## src/design/mft_pkg.sv

```systemverilog
// Shared types and constants for the motor feedback turn tracker.
// No dependencies; every other file in the block imports this package.
package mft_pkg;

	// Motor group size and the width of a motor index
	localparam int MOTOR_COUNT = 4;
	localparam int MOTOR_IDX_W = 2;

	// Input command codes
	localparam logic CMD_FRAME = 1'b0;
	localparam logic CMD_CHECK = 1'b1;

	// Result kind codes
	localparam logic [1:0] KIND_FRAME   = 2'd0;
	localparam logic [1:0] KIND_IGNORED = 2'd1;
	localparam logic [1:0] KIND_CHECK   = 2'd2;

	// Configuration register indexes
	localparam int CFG_IDX_W = 2;
	localparam logic [CFG_IDX_W-1:0] REG_BASE_ID        = 2'd0;
	localparam logic [CFG_IDX_W-1:0] REG_WRAP_THRESHOLD = 2'd1;
	localparam logic [CFG_IDX_W-1:0] REG_COUNTS_PER_TURN = 2'd2;
	localparam int CFG_DATA_W = 15;

	// Reset values of the configuration registers
	localparam logic [10:0] BASE_ID_RST         = 11'd513;
	localparam logic [14:0] WRAP_THRESHOLD_RST  = 15'd6500;
	localparam logic [14:0] COUNTS_PER_TURN_RST = 15'd8192;

	typedef struct packed {
		logic [10:0] base_id;
		logic [14:0] wrap_threshold;
		logic [14:0] counts_per_turn;
	} mft_cfg_t;

	typedef struct packed {
		logic        cmd;
		logic [10:0] frame_id;
		logic [7:0]  angle_high;
		logic [7:0]  angle_low;
		logic [7:0]  speed_high;
		logic [7:0]  speed_low;
		logic [7:0]  current_high;
		logic [7:0]  current_low;
		logic [7:0]  temperature_byte;
	} mft_item_t;

	typedef struct packed {
		logic [1:0]              kind;
		logic [MOTOR_IDX_W-1:0]  motor_index;
		logic signed [15:0]      angle;
		logic signed [15:0]      speed;
		logic signed [15:0]      current;
		logic [7:0]              temperature;
		logic signed [15:0]      turns;
		logic [MOTOR_COUNT-1:0]  offline_mask;
	} mft_res_t;

endpackage

```

## src/design/motor_feedback_turn_tracker.sv

```systemverilog
// Top level of the motor feedback turn tracker.
// Depends on mft_pkg, mft_cfg, mft_track and mft_scale.
//
//  channel | signals                         | direction | accepted when
//  in      | in_valid, in_ready, fields      | to block  | in_valid & in_ready
//  out     | out_valid, out_ready, fields    | from block| out_valid & out_ready
//  cfg     | cfg_valid, cfg_ready, index/data| to block  | cfg_valid & cfg_ready
//
// One item per cycle sustained while out_ready stays high; an item is captured in the
// input register, and its result, turn tracking and total angle multiply included,
// is loaded into the output register, which raises out_valid, as the item leaves it.
// Motor state updates as an item leaves the input register, so the next item
// sees it at once. Reset clears valids, motor state and config to defaults.
// A stall on out_ready backs up into the input register; in_ready drops only
// when both registers are full and out_ready is low.
module motor_feedback_turn_tracker
	import mft_pkg::*;
(
	input  logic                    clk,
	input  logic                    arst_n,
	input  logic                    in_valid,
	output logic                    in_ready,
	input  logic                    cmd,
	input  logic [10:0]             frame_id,
	input  logic [7:0]              angle_high,
	input  logic [7:0]              angle_low,
	input  logic [7:0]              speed_high,
	input  logic [7:0]              speed_low,
	input  logic [7:0]              current_high,
	input  logic [7:0]              current_low,
	input  logic [7:0]              temperature_byte,
	output logic                    out_valid,
	input  logic                    out_ready,
	output logic [1:0]              kind,
	output logic [MOTOR_IDX_W-1:0]  motor_index,
	output logic signed [15:0]      angle,
	output logic signed [15:0]      speed,
	output logic signed [15:0]      current,
	output logic [7:0]              temperature,
	output logic signed [15:0]      turns,
	output logic signed [30:0]      multi_turn_angle,
	output logic [MOTOR_COUNT-1:0]  offline_mask,
	input  logic                    cfg_valid,
	output logic                    cfg_ready,
	input  logic [CFG_IDX_W-1:0]    cfg_index,
	input  logic [CFG_DATA_W-1:0]   cfg_data
);

	mft_cfg_t  cfg;
	mft_item_t item_s1;
	logic      valid_s1;
	mft_res_t  res_comb;
	mft_res_t  res_q;
	logic      out_valid_q;

	logic ready_out;
	logic adv_s1;

	// Stage handshakes
	assign ready_out = !out_valid_q || out_ready;
	assign adv_s1    = valid_s1 && ready_out;
	assign in_ready  = !valid_s1 || ready_out;

	mft_cfg u_cfg (
		.clk       (clk),
		.arst_n    (arst_n),
		.cfg_valid (cfg_valid),
		.cfg_ready (cfg_ready),
		.cfg_index (cfg_index),
		.cfg_data  (cfg_data),
		.cfg       (cfg)
	);

	// Capture the accepted item
	always_ff @(posedge clk or negedge arst_n) begin
		if (!arst_n) begin
			valid_s1 <= 1'b0;
		end else if (in_ready) begin
			valid_s1 <= in_valid;
		end
	end

	always_ff @(posedge clk) begin
		if (in_valid && in_ready) begin
			item_s1 <= '{cmd: cmd, frame_id: frame_id, angle_high: angle_high,
				angle_low: angle_low, speed_high: speed_high, speed_low: speed_low,
				current_high: current_high, current_low: current_low,
				temperature_byte: temperature_byte};
		end
	end

	mft_track u_track (
		.clk    (clk),
		.arst_n (arst_n),
		.item   (item_s1),
		.adv    (adv_s1),
		.cfg    (cfg),
		.res    (res_comb)
	);

	mft_scale u_scale (
		.clk             (clk),
		.load            (adv_s1),
		.res_d           (res_comb),
		.counts_per_turn (cfg.counts_per_turn),
		.res_q           (res_q),
		.total_q         (multi_turn_angle)
	);

	// Output valid
	always_ff @(posedge clk or negedge arst_n) begin
		if (!arst_n) begin
			out_valid_q <= 1'b0;
		end else if (ready_out) begin
			out_valid_q <= valid_s1;
		end
	end

	assign out_valid    = out_valid_q;
	assign kind         = res_q.kind;
	assign motor_index  = res_q.motor_index;
	assign angle        = res_q.angle;
	assign speed        = res_q.speed;
	assign current      = res_q.current;
	assign temperature  = res_q.temperature;
	assign turns        = res_q.turns;
	assign offline_mask = res_q.offline_mask;

endmodule

```

## src/design/mft_cfg.sv

```systemverilog
// Configuration registers of the turn tracker.
// Depends on mft_pkg for the register indexes, reset values and config struct.
module mft_cfg
	import mft_pkg::*;
(
	input  logic                  clk,
	input  logic                  arst_n,
	input  logic                  cfg_valid,
	output logic                  cfg_ready,
	input  logic [CFG_IDX_W-1:0]  cfg_index,
	input  logic [CFG_DATA_W-1:0] cfg_data,
	output mft_cfg_t              cfg
);

	mft_cfg_t cfg_q;

	// Always take writes; unknown indexes are dropped
	assign cfg_ready = 1'b1;
	assign cfg = cfg_q;

	always_ff @(posedge clk or negedge arst_n) begin
		if (!arst_n) begin
			cfg_q.base_id         <= BASE_ID_RST;
			cfg_q.wrap_threshold  <= WRAP_THRESHOLD_RST;
			cfg_q.counts_per_turn <= COUNTS_PER_TURN_RST;
		end else if (cfg_valid) begin
			unique case (cfg_index)
				REG_BASE_ID:         cfg_q.base_id         <= cfg_data[10:0];
				REG_WRAP_THRESHOLD:  cfg_q.wrap_threshold  <= cfg_data[14:0];
				REG_COUNTS_PER_TURN: cfg_q.counts_per_turn <= cfg_data[14:0];
				default: ;
			endcase
		end
	end

endmodule

```

## src/design/mft_track.sv

```systemverilog
// Per-motor state and turn tracking for one item per cycle while adv is high.
// Depends on mft_pkg for the item, result and config structs.
module mft_track
	import mft_pkg::*;
(
	input  logic      clk,
	input  logic      arst_n,
	input  mft_item_t item,
	input  logic      adv,
	input  mft_cfg_t  cfg,
	output mft_res_t  res
);

	logic signed [15:0]     last_q [MOTOR_COUNT];
	logic signed [15:0]     turn_q [MOTOR_COUNT];
	logic [MOTOR_COUNT-1:0] seen_q;

	logic [11:0]             id_off;
	logic                    hit;
	logic [MOTOR_IDX_W-1:0]  idx;
	logic signed [15:0]      ang;
	logic signed [15:0]      old_turns;
	logic signed [16:0]      diff;
	logic signed [16:0]      thr;
	logic signed [15:0]      new_turns;

	// Select the motor from the identifier
	assign id_off = {1'b0, item.frame_id} - {1'b0, cfg.base_id};
	assign hit    = !id_off[11] && (id_off[10:0] < 11'(MOTOR_COUNT));
	assign idx    = id_off[MOTOR_IDX_W-1:0];

	// Detect a wrap against the last angle and step the turn count
	assign ang       = {item.angle_high, item.angle_low};
	assign old_turns = turn_q[idx];
	assign diff      = 17'(ang) - 17'(last_q[idx]);
	assign thr       = {2'b00, cfg.wrap_threshold};

	always_comb begin
		new_turns = old_turns;
		priority if (diff < -thr) begin
			if (old_turns != 16'sh7fff) new_turns = old_turns + 16'sd1;
		end else if (diff > thr) begin
			if (old_turns != -16'sh8000) new_turns = old_turns - 16'sd1;
		end
	end

	// Build the result for the item in the input register
	always_comb begin
		res = '0;
		priority if (item.cmd == CMD_CHECK) begin
			res.kind         = KIND_CHECK;
			res.offline_mask = ~seen_q;
		end else if (!hit) begin
			res.kind = KIND_IGNORED;
		end else begin
			res.kind        = KIND_FRAME;
			res.motor_index = idx;
			res.angle       = ang;
			res.speed       = {item.speed_high, item.speed_low};
			res.current     = {item.current_high, item.current_low};
			res.temperature = item.temperature_byte;
			res.turns       = new_turns;
		end
	end

	// Update motor state as the item moves on
	always_ff @(posedge clk or negedge arst_n) begin
		if (!arst_n) begin
			seen_q <= '0;
			for (int i = 0; i < MOTOR_COUNT; i++) begin
				last_q[i] <= '0;
				turn_q[i] <= '0;
			end
		end else if (adv) begin
			if (item.cmd == CMD_CHECK) begin
				seen_q <= '0;
			end else if (hit) begin
				seen_q[idx] <= 1'b1;
				last_q[idx] <= ang;
				turn_q[idx] <= new_turns;
			end
		end
	end

`ifndef SYNTHESIS
	a_check_clears_seen: assert property (@(posedge clk) disable iff (!arst_n)
		adv && item.cmd == CMD_CHECK |=> seen_q == '0)
		else $error("seen marks not cleared after check");
	a_frame_sets_seen: assert property (@(posedge clk) disable iff (!arst_n)
		adv && item.cmd == CMD_FRAME && hit |=> seen_q[$past(idx)])
		else $error("decoded frame did not mark its motor");
	a_turn_step: assert property (@(posedge clk) disable iff (!arst_n)
		adv && res.kind == KIND_FRAME |-> (new_turns == old_turns)
		|| (new_turns == old_turns + 16'sd1) || (new_turns == old_turns - 16'sd1))
		else $error("turn count moved by more than one");
`endif

endmodule

```

## src/design/mft_scale.sv

```systemverilog
// Output register stage: forms the unwrapped total angle.
// Depends on mft_pkg for the result struct.
module mft_scale
	import mft_pkg::*;
(
	input  logic               clk,
	input  logic               load,
	input  mft_res_t           res_d,
	input  logic [14:0]        counts_per_turn,
	output mft_res_t           res_q,
	output logic signed [30:0] total_q
);

	logic signed [31:0] product;
	logic signed [31:0] total;

	// Multiply turns by counts per turn and add the angle; range fits 31 bits
	assign product = 32'(res_d.turns) * 32'(signed'({1'b0, counts_per_turn}));
	assign total   = product + 32'(res_d.angle);

	// Hold the result until the consumer takes it
	always_ff @(posedge clk) begin
		if (load) begin
			res_q   <= res_d;
			total_q <= total[30:0];
		end
	end

endmodule
```

## config.mk

```make
export PLATFORM = sky130hd
export DESIGN_NAME = motor_feedback_turn_tracker
export DESIGN_NICKNAME = d
export VERILOG_FILES = /design/src/design/mft_pkg.sv /design/src/design/motor_feedback_turn_tracker.sv /design/src/design/mft_cfg.sv /design/src/design/mft_track.sv /design/src/design/mft_scale.sv
export SDC_FILE = /design/constraint.sdc
export NUM_CORES = 1
export LEC_CHECK = 0
export ABC_AREA = 1
export BUFFER_PORTS_ARGS = -buffer_cell sky130_fd_sc_hd__buf_2
export CAP_MARGIN = 15
export CORE_MARGIN = 2
export CORE_UTILIZATION = 54
export DETAILED_ROUTE_END_ITERATION = 10
export PLACE_DENSITY = 0.78
export SYNTH_ARGS = -nofsm -noshare
export SYNTH_HDL_FRONTEND = slang
export SYNTH_HIERARCHICAL = 1
export SYNTH_SLANG_ARGS = --single-unit
```

## constraint.sdc

```tcl
create_clock -name clk -period 31.6 [get_ports clk]
set_input_delay 0 -clock clk [delete_from_list [all_inputs] [get_ports clk]]
set_output_delay 0 -clock clk [all_outputs]
set_load 0.1 [all_outputs]
```

==> flow_summary.yaml <==
status:
  status: "complete, no violations"
route:
  wl_um: 77910
  vias: 23640
  wl_per_cell_um: 17.51
  drtIter0Drc: 2248
  viasPerCell: 5.311
  firstDrtPassIters: 6
  route.detailed.drc: 0
  final_antenna_net_count: 0
worst_setup_path:
  end_kind: "register"
  crit_type: "register to register"
  crit_path_start_kind: "register"
  r2r_slack_ns: 19.09
  r2r_end: "u_scale/total_q[23]"
  critPathRequiredTime_ns: 31.92
  cp_slowest_cell: "inv_1"
  rr_worst_depth: 51
  arrival_ns: 12.83
  crit_path_max_incr_delay_ns: 0.62
  path_max_fanout: 34
  rr_startpoint: "u_cfg/cfg[30]"
synth:
  synth-async-reset-ratio_pct: 49.44
  yosysSeqAreaShare_pct: 34.04
  synth_edf_count: 179
  syn_nets: 3973
  synth_area_um2: 28690
  dominantRegCellSynth: "edfxtp_1"
  synthCells: 3478
  yosysWarnings: 6
  syn_avg_cell_area_um2: 8.249
  synth.ff_latch_count: 354
  yosysUniqueCellTypes: 52
placement:
  globalplace.congestion: 0.9722
  port_buffers: 202
  detailed_place_hpwl_um: 55170
  place_ws_ns: 19.27
  dp_cells: 4277
die:
  coreArea_um2: 52550
  initial_utilization_pct: 54.60
  die_w_um: 234.5
  ioPinCount: 204
  num_rows: 84
  die-area_um2: 54990
  dieHeight_um: 234.5
layout:
  regArea_um2: 9766
  layout-drive-gt1-share_pct: 10.58
  nFillCells: 4539
  fin_cells: 4450
  final_common_cell: "nand2_1"
  multi_input_area_um2: 15470
  final_cell_mix: "1155 x nand2_1, 717 x inv_1, 262 x fa_1"
  area_growth_pct: 12.94
  nets: 4224
power_and_ir_drop:
  p_leak_uw: 0.01823
  peakVddDrop_uv: 61.06
  powerDensity_nw_per_um2: 46.54
  power_uw: 1508
timing:
  final.min_clock_period_ns: 12.51
  finalSetupTns_ns: 0
  finalSetupViolCount: 0
  max_freq_ghz: 0.07995
  slew_headroom_pct: 31.23
  finalClockSkew_ns: 0.04411
  min_period_over_period_pct: 39.58
  finalMaxSlewViolations: 0
  rsz0062_at_grt: "false"
  finalHoldViolCount: 0
  tightest_slew_ns: 1.031
  layout_setup_ws_ns: 19.09
cts:
  tritoncts: "yes"
  root_buffer: "clkbuf_16"
  clk_pin_slew_ns: 0.06
  ctsLongestPathBuffers: 3
  clk_latency_ns: 0.60
  cts_resized: 0
  cts.sinks: 354
  numCtsBuffers: 41
  h-tree-depth: 2
global_route:
  grt_pass1_wl_um: 127000
  overflow: 0
  grt_pass1_vias: 24190
  antenna_found_initial: 3
  track_usage_pct: 29.71
  grt_max_degree: 76
min_path:
  min-delay-path-class: "input port to register"
  min_to: "u_cfg/cfg[30]"
  hold_start: "cfg_valid"
  hold_depth: 3
run:
  cap_violations: 0
-- Yosys cell counts, types with 2 or more instances --
master / count / share of area [%]
ha_1: 143 / 6.2
nor3_2: 3 / 0.10
inv_1: 718 / 9.4
a21o_1: 6 / 0.16
a221oi_1: 4 / 0.12
o221ai_1: 12 / 0.37
edfxtp_1: 179 / 19
nor3_1: 13 / 0.23
o22ai_1: 4 / 0.087
nand4_1: 58 / 1.3
o21a_1: 6 / 0.16
o21bai_1: 5 / 0.13
nor2_1: 169 / 2.2
a21oi_2: 2 / 0.061
nand3_4: 5 / 0.31
nor2_4: 12 / 0.47
a21oi_1: 60 / 1.0
nand2_2: 30 / 0.65
clkbuf_1: 53 / 0.69
nand2_1: 1156 / 15
nand3_2: 4 / 0.14
nand3_1: 133 / 2.3
inv_2: 16 / 0.21
fa_1: 262 / 18
a22oi_1: 12 / 0.31
xnor2_1: 16 / 0.49
xor2_1: 50 / 1.5
buf_2: 35 / 0.61
nor2_2: 12 / 0.26
o21ai_0: 54 / 0.94
dfrtp_1: 166 / 14
a31oi_1: 4 / 0.087
nor2_8: 2 / 0.14
nand3b_1: 6 / 0.16
buf_6: 16 / 0.63
and2_1: 4 / 0.087
buf_4: 13 / 0.34
o21ai_1: 13 / 0.23
dfstp_2: 9 / 0.82
-- power by group --
| part | internal [uW] | switching (uW) |
|---|---|---|
| clock | 260 | 207 |
| combinational | 134 | 357 |
| sequential | 514 | 35.0 |
-- metal layers --
layer	track usage (%)	share of wire (%)	up-vias
met3	6.904	9.5	210
met2	48.72	47	1100
li1	-	-	11020
met4	12.36	4.0	6
met5	0.7143	0.11	-
met1	37.95	39	11300
-- through the flow --
step / hold WS, ns / cell area (um2) / utilization [%]
3_5_place_dp: -0.09451 / 30120 / 57.31
3_3_place_gp: -0.08929 / 30120 / 57.31
5_1_grt: 0.08147 / 32400 / 61.66
2_1_floorplan: -0.2956 / 28690 / -
4_1_cts: 0.007499 / 32400 / 61.66
6_report: 0.05492 / 32400 / 61.66
-- critical path: cells and delay by family, from the launching register on --
family | cells | cell delay [ns]
buffers and inverters | 13 | 2.99
adders and majority gates | 12 | 4.85
xor gates and xnor gates | 1 | 0.22
DFF | 1 | 0.53
and+or+nand+nor | 19 | 2.54
AOI/OAI and AO/OA | 6 | 1.04
-- logic make-up after synthesis --
logic type	after synthesis	synth area share [%]
AND/OR/NAND/NOR	1611	23.58
buffers and inverters	858	12.09
adder cells (fa/ha/maj)	405	24.52
flip-flops	354	34.04
AO/OA/AOI/OAI	183	3.742
XOR/XNOR	66	2.015
other	1	0.01307
-- worst max path at each step --
stage	endpoint	slack, ns	start
final	u_scale/total_q[23]	19.09	u_cfg/cfg[30]
after global routing	u_scale/total_q[23]	18.14	u_cfg/cfg[30]
after CTS	u_scale/total_q[23]	19.18	u_cfg/cfg[30]
after floorplan	u_scale/total_q[30]	21.25	u_cfg/cfg[30]
after global placement	u_scale/total_q[30]	19.54	u_cfg/cfg[30]
after detailed placement	u_scale/total_q[23]	19.27	u_cfg/cfg[30]
-- state kept, by name, summed over array words and instances, names as in the netlist --
| register | flops |
|---|---|
| item_s1 | 68 |
| u_scale/res_q | 80 |
| u_track/seen_q | 4 |
| out_valid | 1 |
| u_track/turn_q | 64 |
| u_scale/total_q | 31 |
| valid_s1 | 1 |
| u_cfg/cfg | 41 |
| u_track/last_q | 64 |
-- what timing repair did --
action | in CTS | in global routing
buffers inserted | 0 | 0
hold buffers | 97 | 0
endpoints found under the hold margin | 185 | 0
-- area by class of cell --
cell class,count,area share [%]
flip-flops and latches,354,30.14
inverters,737,8.584
well taps,688,2.657
clock buffers,55,3.452
clock inverters,20,0.5637
multi-input cells,2266,47.74
repair buffers,329,6.862
diodes,1,0.007723
No activity file was read; power rests on OpenSTA's default activity.
